==> config.mk <==
export PLATFORM = sky130hd
export DESIGN_NAME = pedal_position_to_note_events
export DESIGN_NICKNAME = d
export VERILOG_FILES = /design/src/hw/rtl/ppne_pkg.sv /design/src/hw/rtl/ppne_cfg.sv /design/src/hw/rtl/ppne_div.sv /design/src/hw/rtl/pedal_position_to_note_events.sv
export SDC_FILE = /design/constraint.sdc
export NUM_CORES = 1
export LEC_CHECK = 0
export BUFFER_PORTS_ARGS = -buffer_cell sky130_fd_sc_hd__buf_2
export CORE_ASPECT_RATIO = 0.5
export CORE_MARGIN = 5
export CORE_UTILIZATION = 25
export CTS_CLUSTER_SIZE = 14
export DETAILED_ROUTE_END_ITERATION = 16
export MAX_ROUTING_LAYER = met4
export PLACE_DENSITY = 0.41
export SYNTH_ARGS = -nofsm -noshare
export SYNTH_HDL_FRONTEND = slang
export SYNTH_SLANG_ARGS = --single-unit
==> constraint.sdc <==
create_clock -name i_clk -period 14.7 [get_ports i_clk]
set_input_delay 0.735 -clock i_clk [delete_from_list [all_inputs] [get_ports i_clk]]
set_output_delay 0.735 -clock i_clk [all_outputs]
set_load 0.02 [all_outputs]
==> src/hw/rtl/ppne_pkg.sv <==
package ppne_pkg;

    localparam int SAMPLE_BITS_DEF = 12;
    localparam int COUNT_BITS_DEF  = 16;

    localparam int CFG_INDEX_BITS = 3;
    localparam int CFG_DATA_BITS  = 12;

    localparam logic [CFG_INDEX_BITS-1:0] CFG_DEADBAND         = 3'd0;
    localparam logic [CFG_INDEX_BITS-1:0] CFG_CONTROL_SPACING  = 3'd1;
    localparam logic [CFG_INDEX_BITS-1:0] CFG_CLOSED_THRESHOLD = 3'd2;
    localparam logic [CFG_INDEX_BITS-1:0] CFG_OPEN_THRESHOLD   = 3'd3;
    localparam logic [CFG_INDEX_BITS-1:0] CFG_VELOCITY_GAIN    = 3'd4;
    localparam logic [CFG_INDEX_BITS-1:0] CFG_CONTROL_ENABLE   = 3'd5;
    localparam logic [CFG_INDEX_BITS-1:0] CFG_CONTROL_NUMBER   = 3'd6;
    localparam logic [CFG_INDEX_BITS-1:0] CFG_PEDAL_NOTE       = 3'd7;

    localparam logic [11:0] DEADBAND_RESET         = 12'd100;
    localparam logic [7:0]  CONTROL_SPACING_RESET  = 8'd5;
    localparam logic [11:0] CLOSED_THRESHOLD_RESET = 12'd700;
    localparam logic [11:0] OPEN_THRESHOLD_RESET   = 12'd1200;
    localparam logic [7:0]  VELOCITY_GAIN_RESET    = 8'd1;
    localparam logic        CONTROL_ENABLE_RESET   = 1'b1;
    localparam logic [6:0]  CONTROL_NUMBER_RESET   = 7'd4;
    localparam logic [6:0]  PEDAL_NOTE_RESET       = 7'd44;

    localparam int PEAK_RESET = 2000;

    localparam logic [6:0] MIDI_MAX = 7'd127;

    localparam logic [1:0] PAD_UNCHANGED = 2'd0;
    localparam logic [1:0] PAD_CLOSED    = 2'd1;
    localparam logic [1:0] PAD_OPEN      = 2'd2;

    typedef struct packed {
        logic [11:0] deadband;
        logic [7:0]  control_spacing;
        logic [11:0] closed_threshold;
        logic [11:0] open_threshold;
        logic [7:0]  velocity_gain;
        logic        control_enable;
        logic [6:0]  control_number;
        logic [6:0]  pedal_note;
    } t_cfg;

    typedef enum logic [2:0] {
        ST_IDLE,
        ST_EVAL,
        ST_VEL,
        ST_CTL,
        ST_DONE
    } t_state;

endpackage

==> src/hw/rtl/ppne_cfg.sv <==
module ppne_cfg (
    input  logic                                i_clk,
    input  logic                                i_rst_n,
    input  logic                                i_cfg_we,
    input  logic [ppne_pkg::CFG_INDEX_BITS-1:0] i_cfg_index,
    input  logic [ppne_pkg::CFG_DATA_BITS-1:0]  i_cfg_data,
    output ppne_pkg::t_cfg                      o_cfg
);
    import ppne_pkg::*;

    t_cfg r_cfg;

    always_ff @(posedge i_clk) begin
        if (!i_rst_n) begin
            r_cfg.deadband         <= DEADBAND_RESET;
            r_cfg.control_spacing  <= CONTROL_SPACING_RESET;
            r_cfg.closed_threshold <= CLOSED_THRESHOLD_RESET;
            r_cfg.open_threshold   <= OPEN_THRESHOLD_RESET;
            r_cfg.velocity_gain    <= VELOCITY_GAIN_RESET;
            r_cfg.control_enable   <= CONTROL_ENABLE_RESET;
            r_cfg.control_number   <= CONTROL_NUMBER_RESET;
            r_cfg.pedal_note       <= PEDAL_NOTE_RESET;
        end else if (i_cfg_we) begin
            unique case (i_cfg_index)
                CFG_DEADBAND:         r_cfg.deadband         <= i_cfg_data[11:0];
                CFG_CONTROL_SPACING:  r_cfg.control_spacing  <= i_cfg_data[7:0];
                CFG_CLOSED_THRESHOLD: r_cfg.closed_threshold <= i_cfg_data[11:0];
                CFG_OPEN_THRESHOLD:   r_cfg.open_threshold   <= i_cfg_data[11:0];
                CFG_VELOCITY_GAIN:    r_cfg.velocity_gain    <= i_cfg_data[7:0];
                CFG_CONTROL_ENABLE:   r_cfg.control_enable   <= i_cfg_data[0];
                CFG_CONTROL_NUMBER:   r_cfg.control_number   <= i_cfg_data[6:0];
                CFG_PEDAL_NOTE:       r_cfg.pedal_note       <= i_cfg_data[6:0];
                default: ;
            endcase
        end
    end

    assign o_cfg = r_cfg;

endmodule

==> src/hw/rtl/ppne_div.sv <==
module ppne_div #(
    parameter int DW = 19,
    parameter int VW = 16
) (
    input  logic          i_clk,
    input  logic          i_rst_n,
    input  logic          i_start,
    input  logic [DW-1:0] i_dividend,
    input  logic [VW-1:0] i_divisor,
    output logic          o_done,
    output logic [DW-1:0] o_quotient
);
    localparam int CNT_BITS = $clog2(DW + 1);

    logic                r_busy;
    logic                r_done;
    logic [CNT_BITS-1:0] r_cnt;
    logic [VW-1:0]       r_rem;
    logic [VW-1:0]       r_div;
    logic [DW-1:0]       r_quo;

    logic [VW:0]   trial;
    logic [VW:0]   diff;
    logic          take;

    always_comb begin
        trial = {r_rem, r_quo[DW-1]};
        diff  = trial - {1'b0, r_div};
        take  = (trial >= {1'b0, r_div});
    end

    always_ff @(posedge i_clk) begin
        if (!i_rst_n) begin
            r_busy <= 1'b0;
            r_done <= 1'b0;
            r_cnt  <= '0;
        end else begin
            r_done <= r_busy && (r_cnt == CNT_BITS'(1));
            if (i_start) begin
                r_busy <= 1'b1;
                r_cnt  <= CNT_BITS'(DW);
            end else if (r_busy) begin
                r_cnt <= r_cnt - CNT_BITS'(1);
                if (r_cnt == CNT_BITS'(1)) begin
                    r_busy <= 1'b0;
                end
            end
        end
    end

    always_ff @(posedge i_clk) begin
        if (i_start) begin
            r_rem <= '0;
            r_quo <= i_dividend;
            r_div <= (i_divisor == '0) ? VW'(1) : i_divisor;
        end else if (r_busy) begin
            r_rem <= take ? diff[VW-1:0] : trial[VW-1:0];
            r_quo <= {r_quo[DW-2:0], take};
        end
    end

    assign o_done     = r_done;
    assign o_quotient = r_quo;

endmodule

==> src/hw/rtl/pedal_position_to_note_events.sv <==
// Each accepted sample passes through EVAL, then up to two divisions (velocity, then control),
// then DONE; a new sample is taken only once the last one is back in IDLE.
// Both divisions use one shared radix-2 divider in turn; a stalled result holds DONE
// until the output register is free.
// Reset: synchronous, active low; resets state, counters, the output valid flag and
// the configuration registers.
module pedal_position_to_note_events #(
    parameter int SAMPLE_BITS = ppne_pkg::SAMPLE_BITS_DEF,
    parameter int COUNT_BITS  = ppne_pkg::COUNT_BITS_DEF
) (
    input  logic                                i_clk,
    input  logic                                i_rst_n,
    input  logic                                i_valid,
    output logic                                o_ready,
    input  logic [SAMPLE_BITS-1:0]              i_sample,
    output logic                                o_valid,
    input  logic                                i_ready,
    output logic                                o_note_valid,
    output logic [6:0]                          o_note_number,
    output logic [6:0]                          o_note_velocity,
    output logic                                o_control_valid,
    output logic [6:0]                          o_control_id,
    output logic [6:0]                          o_control_value,
    output logic [1:0]                          o_pad_select,
    input  logic                                i_cfg_we,
    input  logic [ppne_pkg::CFG_INDEX_BITS-1:0] i_cfg_index,
    input  logic [ppne_pkg::CFG_DATA_BITS-1:0]  i_cfg_data
);
    import ppne_pkg::*;

    localparam int CW = ((SAMPLE_BITS > 12) ? SAMPLE_BITS : 12) + 1;
    localparam int DW = SAMPLE_BITS + 7;
    localparam int VW = (COUNT_BITS > SAMPLE_BITS) ? COUNT_BITS : SAMPLE_BITS;
    localparam int SAMPLE_MAX = (1 << SAMPLE_BITS) - 1;
    localparam int PEAK_INIT = (PEAK_RESET > SAMPLE_MAX) ? SAMPLE_MAX : PEAK_RESET;

    t_cfg cfg;

    ppne_cfg u_cfg (
        .i_clk       (i_clk),
        .i_rst_n     (i_rst_n),
        .i_cfg_we    (i_cfg_we),
        .i_cfg_index (i_cfg_index),
        .i_cfg_data  (i_cfg_data),
        .o_cfg       (cfg)
    );

    t_state r_state;
    t_state n_state;

    logic [SAMPLE_BITS-1:0] r_sample;
    logic [SAMPLE_BITS-1:0] r_peak;
    logic [SAMPLE_BITS-1:0] r_last;
    logic                   r_closed;
    logic [COUNT_BITS-1:0]  r_upd_cnt;
    logic [COUNT_BITS-1:0]  r_ctl_cnt;
    logic                   r_do_note;
    logic                   r_do_ctl;
    logic [1:0]             r_pad;
    logic [6:0]             r_vel;
    logic [6:0]             r_cval;

    logic                   r_out_valid;
    logic                   r_out_note_valid;
    logic [6:0]             r_out_note_number;
    logic [6:0]             r_out_note_velocity;
    logic                   r_out_control_valid;
    logic [6:0]             r_out_control_id;
    logic [6:0]             r_out_control_value;
    logic [1:0]             r_out_pad;

    logic [CW-1:0]         s_ext;
    logic [CW-1:0]         last_ext;
    logic [CW-1:0]         db_ext;
    logic                  upd;
    logic                  n_do_note;
    logic                  n_do_open;
    logic                  n_do_ctl;
    logic [COUNT_BITS-1:0] upd_base;
    logic [COUNT_BITS-1:0] ctl_base;

    logic                  accept;
    logic                  div_start;
    logic                  sel_ctl;
    logic                  out_load;
    logic [DW-1:0]         div_dividend;
    logic [VW-1:0]         div_divisor;
    logic                  div_done;
    logic [DW-1:0]         div_quo;
    logic [DW-1:0]         s_x127;

    always_comb begin
        s_ext    = CW'(r_sample);
        last_ext = CW'(r_last);
        db_ext   = CW'(cfg.deadband);
        upd = (last_ext > s_ext + db_ext) || (last_ext + db_ext < s_ext);
        n_do_note = upd && (s_ext < CW'(cfg.closed_threshold)) && !r_closed;
        n_do_open = upd && (s_ext > CW'(cfg.open_threshold));
        n_do_ctl  = upd && cfg.control_enable
                    && (r_ctl_cnt >= COUNT_BITS'(cfg.control_spacing));
        upd_base = upd ? '0 : r_upd_cnt;
        ctl_base = n_do_ctl ? '0 : r_ctl_cnt;
    end

    always_comb begin
        n_state = r_state;
        unique case (r_state)
            ST_IDLE: begin
                if (i_valid) begin
                    n_state = ST_EVAL;
                end
            end
            ST_EVAL: begin
                priority if (n_do_note) begin
                    n_state = ST_VEL;
                end else if (n_do_ctl) begin
                    n_state = ST_CTL;
                end else begin
                    n_state = ST_DONE;
                end
            end
            ST_VEL: begin
                if (div_done) begin
                    n_state = r_do_ctl ? ST_CTL : ST_DONE;
                end
            end
            ST_CTL: begin
                if (div_done) begin
                    n_state = ST_DONE;
                end
            end
            ST_DONE: begin
                if (!r_out_valid || i_ready) begin
                    n_state = ST_IDLE;
                end
            end
            default: n_state = ST_IDLE;
        endcase
    end

    always_comb begin
        o_ready   = 1'b0;
        div_start = 1'b0;
        sel_ctl   = 1'b0;
        out_load  = 1'b0;
        unique case (r_state)
            ST_IDLE: o_ready = 1'b1;
            ST_EVAL: begin
                div_start = n_do_note || n_do_ctl;
                sel_ctl   = !n_do_note;
            end
            ST_VEL: begin
                div_start = div_done && r_do_ctl;
                sel_ctl   = 1'b1;
            end
            ST_CTL: ;
            ST_DONE: out_load = !r_out_valid || i_ready;
            default: ;
        endcase
    end

    assign accept = i_valid && o_ready;
    assign s_x127 = {r_sample, 7'd0} - DW'(r_sample);

    always_comb begin
        if (sel_ctl) begin
            div_dividend = s_x127;
            div_divisor  = VW'(r_peak);
        end else begin
            div_dividend = DW'({cfg.velocity_gain, 7'd0});
            div_divisor  = VW'(r_upd_cnt);
        end
    end

    ppne_div #(
        .DW (DW),
        .VW (VW)
    ) u_div (
        .i_clk      (i_clk),
        .i_rst_n    (i_rst_n),
        .i_start    (div_start),
        .i_dividend (div_dividend),
        .i_divisor  (div_divisor),
        .o_done     (div_done),
        .o_quotient (div_quo)
    );

    always_ff @(posedge i_clk) begin
        if (!i_rst_n) begin
            r_state     <= ST_IDLE;
            r_peak      <= SAMPLE_BITS'(PEAK_INIT);
            r_last      <= '0;
            r_closed    <= 1'b0;
            r_upd_cnt   <= '0;
            r_ctl_cnt   <= '0;
            r_out_valid <= 1'b0;
        end else begin
            r_state <= n_state;
            if (accept && (i_sample > r_peak)) begin
                r_peak <= i_sample;
            end
            if (r_state == ST_EVAL) begin
                if (upd) begin
                    r_last <= r_sample;
                end
                if (n_do_open) begin
                    r_closed <= 1'b0;
                end else if (n_do_note) begin
                    r_closed <= 1'b1;
                end
                r_upd_cnt <= (upd_base == '1) ? upd_base : upd_base + COUNT_BITS'(1);
                r_ctl_cnt <= (ctl_base == '1) ? ctl_base : ctl_base + COUNT_BITS'(1);
            end
            if (out_load) begin
                r_out_valid <= 1'b1;
            end else if (i_ready) begin
                r_out_valid <= 1'b0;
            end
        end
    end

    always_ff @(posedge i_clk) begin
        if (accept) begin
            r_sample <= i_sample;
        end
        if (r_state == ST_EVAL) begin
            r_do_note <= n_do_note;
            r_do_ctl  <= n_do_ctl;
            r_vel     <= '0;
            r_cval    <= '0;
            priority if (n_do_open) begin
                r_pad <= PAD_OPEN;
            end else if (n_do_note) begin
                r_pad <= PAD_CLOSED;
            end else begin
                r_pad <= PAD_UNCHANGED;
            end
        end
        if ((r_state == ST_VEL) && div_done) begin
            r_vel <= (div_quo > DW'(MIDI_MAX)) ? MIDI_MAX : div_quo[6:0];
        end
        if ((r_state == ST_CTL) && div_done) begin
            r_cval <= MIDI_MAX - ((div_quo > DW'(MIDI_MAX)) ? MIDI_MAX : div_quo[6:0]);
        end
        if (out_load) begin
            r_out_note_valid    <= r_do_note;
            r_out_note_number   <= r_do_note ? cfg.pedal_note : 7'd0;
            r_out_note_velocity <= r_vel;
            r_out_control_valid <= r_do_ctl;
            r_out_control_id    <= r_do_ctl ? cfg.control_number : 7'd0;
            r_out_control_value <= r_cval;
            r_out_pad           <= r_pad;
        end
    end

    assign o_valid         = r_out_valid;
    assign o_note_valid    = r_out_note_valid;
    assign o_note_number   = r_out_note_number;
    assign o_note_velocity = r_out_note_velocity;
    assign o_control_valid = r_out_control_valid;
    assign o_control_id    = r_out_control_id;
    assign o_control_value = r_out_control_value;
    assign o_pad_select    = r_out_pad;

endmodule
# Word-level counts from Yosys, hierarchy flattened
# Cells that the tools add are included.
[word_totals]
latchBits = 0
word_cells = 142
mem_bits_ro = 0
ram_bits = 0
reg_bits = 248
memories = 0
[op_classes]
n_mux = 35
magnitude_cmp = 8
addsub = 8
n_mul = 0
bitwise = 1
div_mod_pow = 0
reduce_logical = 37
shifts = 0
n_eq_ne = 18
[op_table]
columns = ["cell", "count"]
rows = [
  ["16-bit two-way mux", 6],
  ["19-bit two-way mux", 3],
  ["16-bit by 1-bit adder with 16-bit output (second input constant)", 2],
  ["16-bit == test (second input constant)", 2],
  ["7-bit two-way mux", 4],
  ["12-bit by 12-bit adder with 13-bit output", 2],
  ["12-bit greater-than comparator", 2],
  ["3-bit two-way mux", 7],
  ["2-bit AND reduction", 10],
  ["19-bit by 7-bit greater-than comparator with 1-bit output (second input constant)", 1],
  ["19-bit by 12-bit subtractor with 19-bit output", 1],
  ["17-bit by 16-bit >= comparator with 1-bit output", 1],
  ["16-bit by 8-bit >= comparator with 1-bit output", 1],
  ["16-bit zero test", 1],
  ["16-bit subtractor", 1],
  ["3-bit == test (second input constant)", 5],
  ["3-bit one-hot mux with 5 select lines", 1],
  ["12-bit by 13-bit greater-than comparator with 1-bit output", 1],
  ["13-bit by 12-bit less-than comparator with 1-bit output", 1],
  ["3-bit by 2-bit == test with 1-bit output (second input constant)", 4],
  ["12-bit less-than comparator", 1],
  ["1-bit logical AND", 11],
  ["1-bit two-way mux", 10],
  ["5-bit two-way mux", 2],
  ["other kinds (14)", 27],
]

# Longest topological paths before layout
[depth]
word_depth = 9
mapped_depth = 27

# Modules after synthesis
# Synthesis repeated with hierarchy kept, for this count alone.
[hier_totals]
hier_cells = 1495
area_unflattened_um2 = 14361.3
[modules_own_cells]
columns = ["module", "area_per_inst_um2", "cells_per_inst", "instances", "seq_area_each_um2"]
rows = [
  ["pedal_position_to_note_events", 8424.3, 914, 1, 3083.0],
  ["ppne_div", 3328.2, 328, 1, 1511.4],
  ["ppne_cfg", 2608.8, 253, 1, 1341.3],
]

# Least setup slack after synthesis
# No wires, ideal clock.
[synth_path]
path_kind = "register -> register"
from = "register r_sample[1]"
to = "register r_upd_cnt[1]"
setup_slack_ps = 9687
path_buffers = 2
synth_period_minus_slack_ps = 5013
path_stages_with_launch = 25
required_time_ps = 14572
arrival_ps = 4886
path_cell_list = "edfxtp_1 ha_1 a21o_1 a21oi_1 o21bai_1 a21oi_1 o21ai_0 a41oi_1 a21oi_1 xnor2_1 ha_1 a21oi_1 nand2_1 o41a_1 a22oi_2 clkbuf_1 and2_1 ha_1 nand2_1 nor4_1 nand2b_1 clkbuf_1 o21ai_0 mux2i_1 nor2_1"
[synth_between]
elab_chain_cells = 6
[synth_rtl]
columns = ["element", "line_no", "source"]
rows = [
  ["start: declaration", "pedal_position_to_note_events.sv:51", "logic [SAMPLE_BITS-1:0] r_sample;"],
  ["start signal: assignment", "pedal_position_to_note_events.sv:224", "r_sample <= i_sample;"],
  ["12-bit by 12-bit adder with 13-bit output", "pedal_position_to_note_events.sv:96", "upd = (last_ext > s_ext + db_ext) || (last_ext + db_ext < s_ext);"],
  ["12-bit by 13-bit greater-than comparator with 1-bit output", "pedal_position_to_note_events.sv:96", ""],
  ["1-bit logical OR *", "pedal_position_to_note_events.sv:96", ""],
  ["16-bit two-way mux *", "pedal_position_to_note_events.sv:101", "upd_base = upd ? '0 : r_upd_cnt;"],
  ["16-bit by 1-bit adder with 16-bit output or 16-bit == test (tied branches)", "pedal_position_to_note_events.sv:211", "r_upd_cnt <= (upd_base == '1) ? upd_base : upd_base + COUNT_BITS'(1);"],
  ["16-bit two-way mux *", "pedal_position_to_note_events.sv:211", ""],
  ["end signal: assignment", "pedal_position_to_note_events.sv:211", ""],
  ["end: declaration", "pedal_position_to_note_events.sv:55", "logic [COUNT_BITS-1:0] r_upd_cnt;"],
]
# Every way passes the cells marked *; elsewhere a longest branch is shown, timed or not.
# A chain may end at the register's enable or synchronous reset.

# Worst setup path in the final report
# Same ends and word-level chain as after synthesis.

==> metrics.yaml <==
clock_network:
  post_cts_resized: 0
  hold_buffers: 0
  clk_pin_slew_ps: 60
  clkLatencyLatePin_ps: 560
  cts_setup_buffers: 0
  tritoncts: "built"
  htreeDepth: 1
  cts_buffer_depth: 3
  cts_buffers: 28
  cts_sinks: 248
  cts-root-buf: "clkbuf_16"
sta:
  setup_viol: 0
  fin_tns_setup_ps: 0
  skew_ps: 21.9
  final-max-slew-violation-count: 0
  fmax_mhz: 176
  fin_crit_sh_pct: 38.7
  hold_viol: 0
  rsz0062_at_grt: "no"
  hold_slack_ps: 407
  worst_pin_slew_ps: 1170
  slew_headroom_pct: 22.0
  fin_crit_ps: 5690
worst_setup_path:
  crit_chain: "ha_1 -> a21o_1 -> a21oi_1 -> o21bai_1 -> a21oi_1 -> o21ai_0 -> a41oi_1 -> a21oi_1 -> xnor2_1 -> ha_1 -> a21oi_1 -> nand2_1 -> o41a_1 -> a22oi_2 -> buf_4 -> and2_1 -> ha_1 -> nand2_1 -> nor4_1 -> nand2b_1 -> o21ai_0 -> mux2i_1 -> nor2_1"
  cp.arrival_ps: 6110
  r2r-start: "r_sample[1]$_DFFE_PP_"
  cpMaxStageDelayCell: "edfxtp_1"
  cpMostUsedCell: "a21oi_1"
  max_stage_delay_ps: 560
  end_kind: "register"
  worstPathRequired_ps: 15120
  crit_cells: 23
  worstSetupPathType: "reg2reg"
  cp_max_fo: 27
  critPathTopFamily: "compound AO/OA/AOI/OAI gates"
  critPathLaunchType: "register"
  ff2ff_path_depth: 23
  startpoint: "r_sample[1]$_DFFE_PP_"
  worst-path-buf-inv: 1
outcome:
  status: "complete, no violations"
final_layout:
  fin_nets: 1726
  regArea_um2: 5940
  drive_above_1_share_pct: 9.14
  multiInputGateArea_um2: 7180
  area_delta_synth_final_pct: 14.8
  fin_area_um2: 15800
  fillCellCount: 5756
routing:
  wl_per_cell_um: 17.8
  viasPerCell: 4.71
  vias: 10900
  drt_iter0_drc: 653
  totalWireLength_um: 41100
  drc: 0
  postRouteAntennaNets: 0
  first_pass_iters: 5
die:
  die_h_um: 176
  num_rows: 60
  ios: 66
  start_util_pct: 25.4
  die-area_um2: 59900
  core_um2: 54100
  die_x_um: 341
placed_design:
  place_congestion: 0.790
  numPortBuffers: 65
  postPlaceCellArea_um2: 14800
  dp_hpwl_um: 29800
grt:
  grt_pass1_wl_um: 64100
  track_usage_pct: 13.9
  grt_max_degree: 71
  antenna_found_initial: 4
  grt-ovfl-total: 0
  grt_pass1_vias: 10800
yosys:
  synth.avg_cell_area_um2: 9.03
  syn_inst: 1520
  synthArstFlopShare_pct: 0
  synth_area_um2: 13700
  yosysWarnings: 0
  ys_seq_area_share_pct: 43.3
  synth_ff_type: "dfxtp_1"
  synth_edf_count: 97
  synth.net_count: 1671
  ys_types: 65
  ys_ff_latch: 248
power:
  p_leak_nw: 6.24
  power_density_nw_per_um2: 131
  vdd_drop_max_mv: 0.0776
min_path:
  hold_path.class: "in2reg"
  holdPathStages: 1
  min-delay-start: "i_sample[10]"
flow_run:
  maxCapViolCount: 0
==> through the flow <==
stage	power [W]	utilization, %	worst slack, ps	cells
2_1_floorplan	0.00123	-	9690	1520
3_3_place_gp	0.00139	27.5	9100	2258
3_5_place_dp	0.00138	27.5	9050	2258
4_1_cts	0.00210	29.1	9010	2310
5_1_grt	0.00220	29.1	8480	2314
6_report	0.00206	29.1	9010	2314
==> cell usage in the layout, fill, tap and decap left out, types with 5 or more instances in the layout <==
master	count
a211o_1	5
a211oi_1	22
a21o_1	21
a21oi_1	147
a31oi_1	12
and2_1	21
and3_1	11
buf_2	65
buf_4	18
clkbuf_1	9
clkbuf_16	29
clkbuf_8	5
dfxtp_1	151
edfxtp_1	97
ha_1	116
inv_1	96
mux2_2	9
mux2i_1	28
nand2_1	231
nand2b_1	25
nand3_1	42
nand4_1	29
nor2_1	84
nor2b_1	21
nor3_1	32
nor4_1	16
o2111ai_1	5
o211a_1	5
o211ai_1	23
o21a_1	18
o21ai_0	63
o21ai_1	5
o21bai_1	6
or2_2	5
or3_1	10
or4_1	7
xnor2_1	38
xor2_1	17
==> synthesized netlist by cell type, types with 29 or more instances <==
| cell | count | area share [%] |
|---|---|---|
| nand2_1 | 231 | 6.3 |
| nand4_1 | 29 | 1.3 |
| xnor2_1 | 38 | 2.4 |
| edfxtp_1 | 97 | 21 |
| a21oi_1 | 147 | 5.4 |
| nand3_1 | 42 | 1.5 |
| nor2_1 | 85 | 2.3 |
| nor3_1 | 32 | 1.2 |
| dfxtp_1 | 151 | 22 |
| clkbuf_1 | 44 | 1.2 |
| ha_1 | 116 | 11 |
| o21ai_0 | 63 | 2.3 |
| inv_1 | 97 | 2.7 |
==> worst register-to-register path, cell delays in order, from the launching register on <==
cell	delay, ps
edfxtp_1	560
ha_1	350
a21o_1	160
a21oi_1	210
o21bai_1	90
a21oi_1	220
o21ai_0	150
a41oi_1	290
a21oi_1	120
xnor2_1	140
ha_1	300
a21oi_1	190
nand2_1	80
o41a_1	450
a22oi_2	130
buf_4	360
and2_1	200
ha_1	310
nand2_1	120
nor4_1	260
nand2b_1	270
o21ai_0	340
mux2i_1	220
nor2_1	50
==> power breakdown <==
part / internal, W / total [W] / switching, W / leakage, nW
clock network: 0.000405 / 0.000699 / 0.000295 / 0.439
logic: 0.000212 / 0.000535 / 0.000323 / 3.66
registers: 0.000782 / 0.000829 / 0.0000464 / 2.13
total: 0.00140 / 0.00206 / 0.000664 / 6.24
==> logic make-up (layout without fill, tap and decap cells) <==
kind of cell,Yosys count,count (layout),synth area share (%)
simple gates,545,545,18.7
compound gates,359,359,16.2
flops,248,248,43.3
buf+inv,157,234,4.50
fa+ha+maj,119,119,11.0
xor+xnor,55,55,3.51
mux,37,37,2.78
other cells,0,4,0
==> registers in the layout, summed over array words and instances (netlist names), 2 cells and up <==
name and count:
u_div.o_quotient 19, u_cfg.o_cfg 67, r_upd_cnt 16, o_note_velocity 7
r_pad 2, o_control_id 7, o_pad_select 2, o_control_value 7
r_ctl_cnt 16, r_sample 12, u_div.r_div 16, r_state 3
o_note_number 7, r_vel 7, u_div.r_rem 16, r_last 12
u_div.r_cnt 5, r_peak 12, r_cval 7
==> path summary, 6_finish.rpt <==
path	endpoint	slack [ps]
setup / recovery	r_upd_cnt[1]$_SDFFE_PN0P_	9010
hold / removal	r_sample[10]$_DFFE_PP_	410
setup reg to reg	r_upd_cnt[1]$_SDFFE_PN0P_	9010
hold reg to reg	o_note_velocity[2]$_DFFE_PP_	410
==> layout make-up <==
class                   count  area share (%)
multi-input cells        1115            45.6
flip-flops and latches    248            37.7
well taps                 713            5.66
clock buffers              43            5.26
repair buffers             83            2.92
inverters                  99            2.36
clock inverters             9           0.484
diodes                      4          0.0635
==> routing by layer <==
metal  track usage, %  vias to the layer above  part of all wire, %
met2             21.2                      155                   43
li1                 -                     5553                    -
met1             19.3                     5136                   51
met5                -                        -                    0
met3             2.24                       57                  3.3
met4             3.33                        0                  2.6
Power figures use the tool's default switching activity.
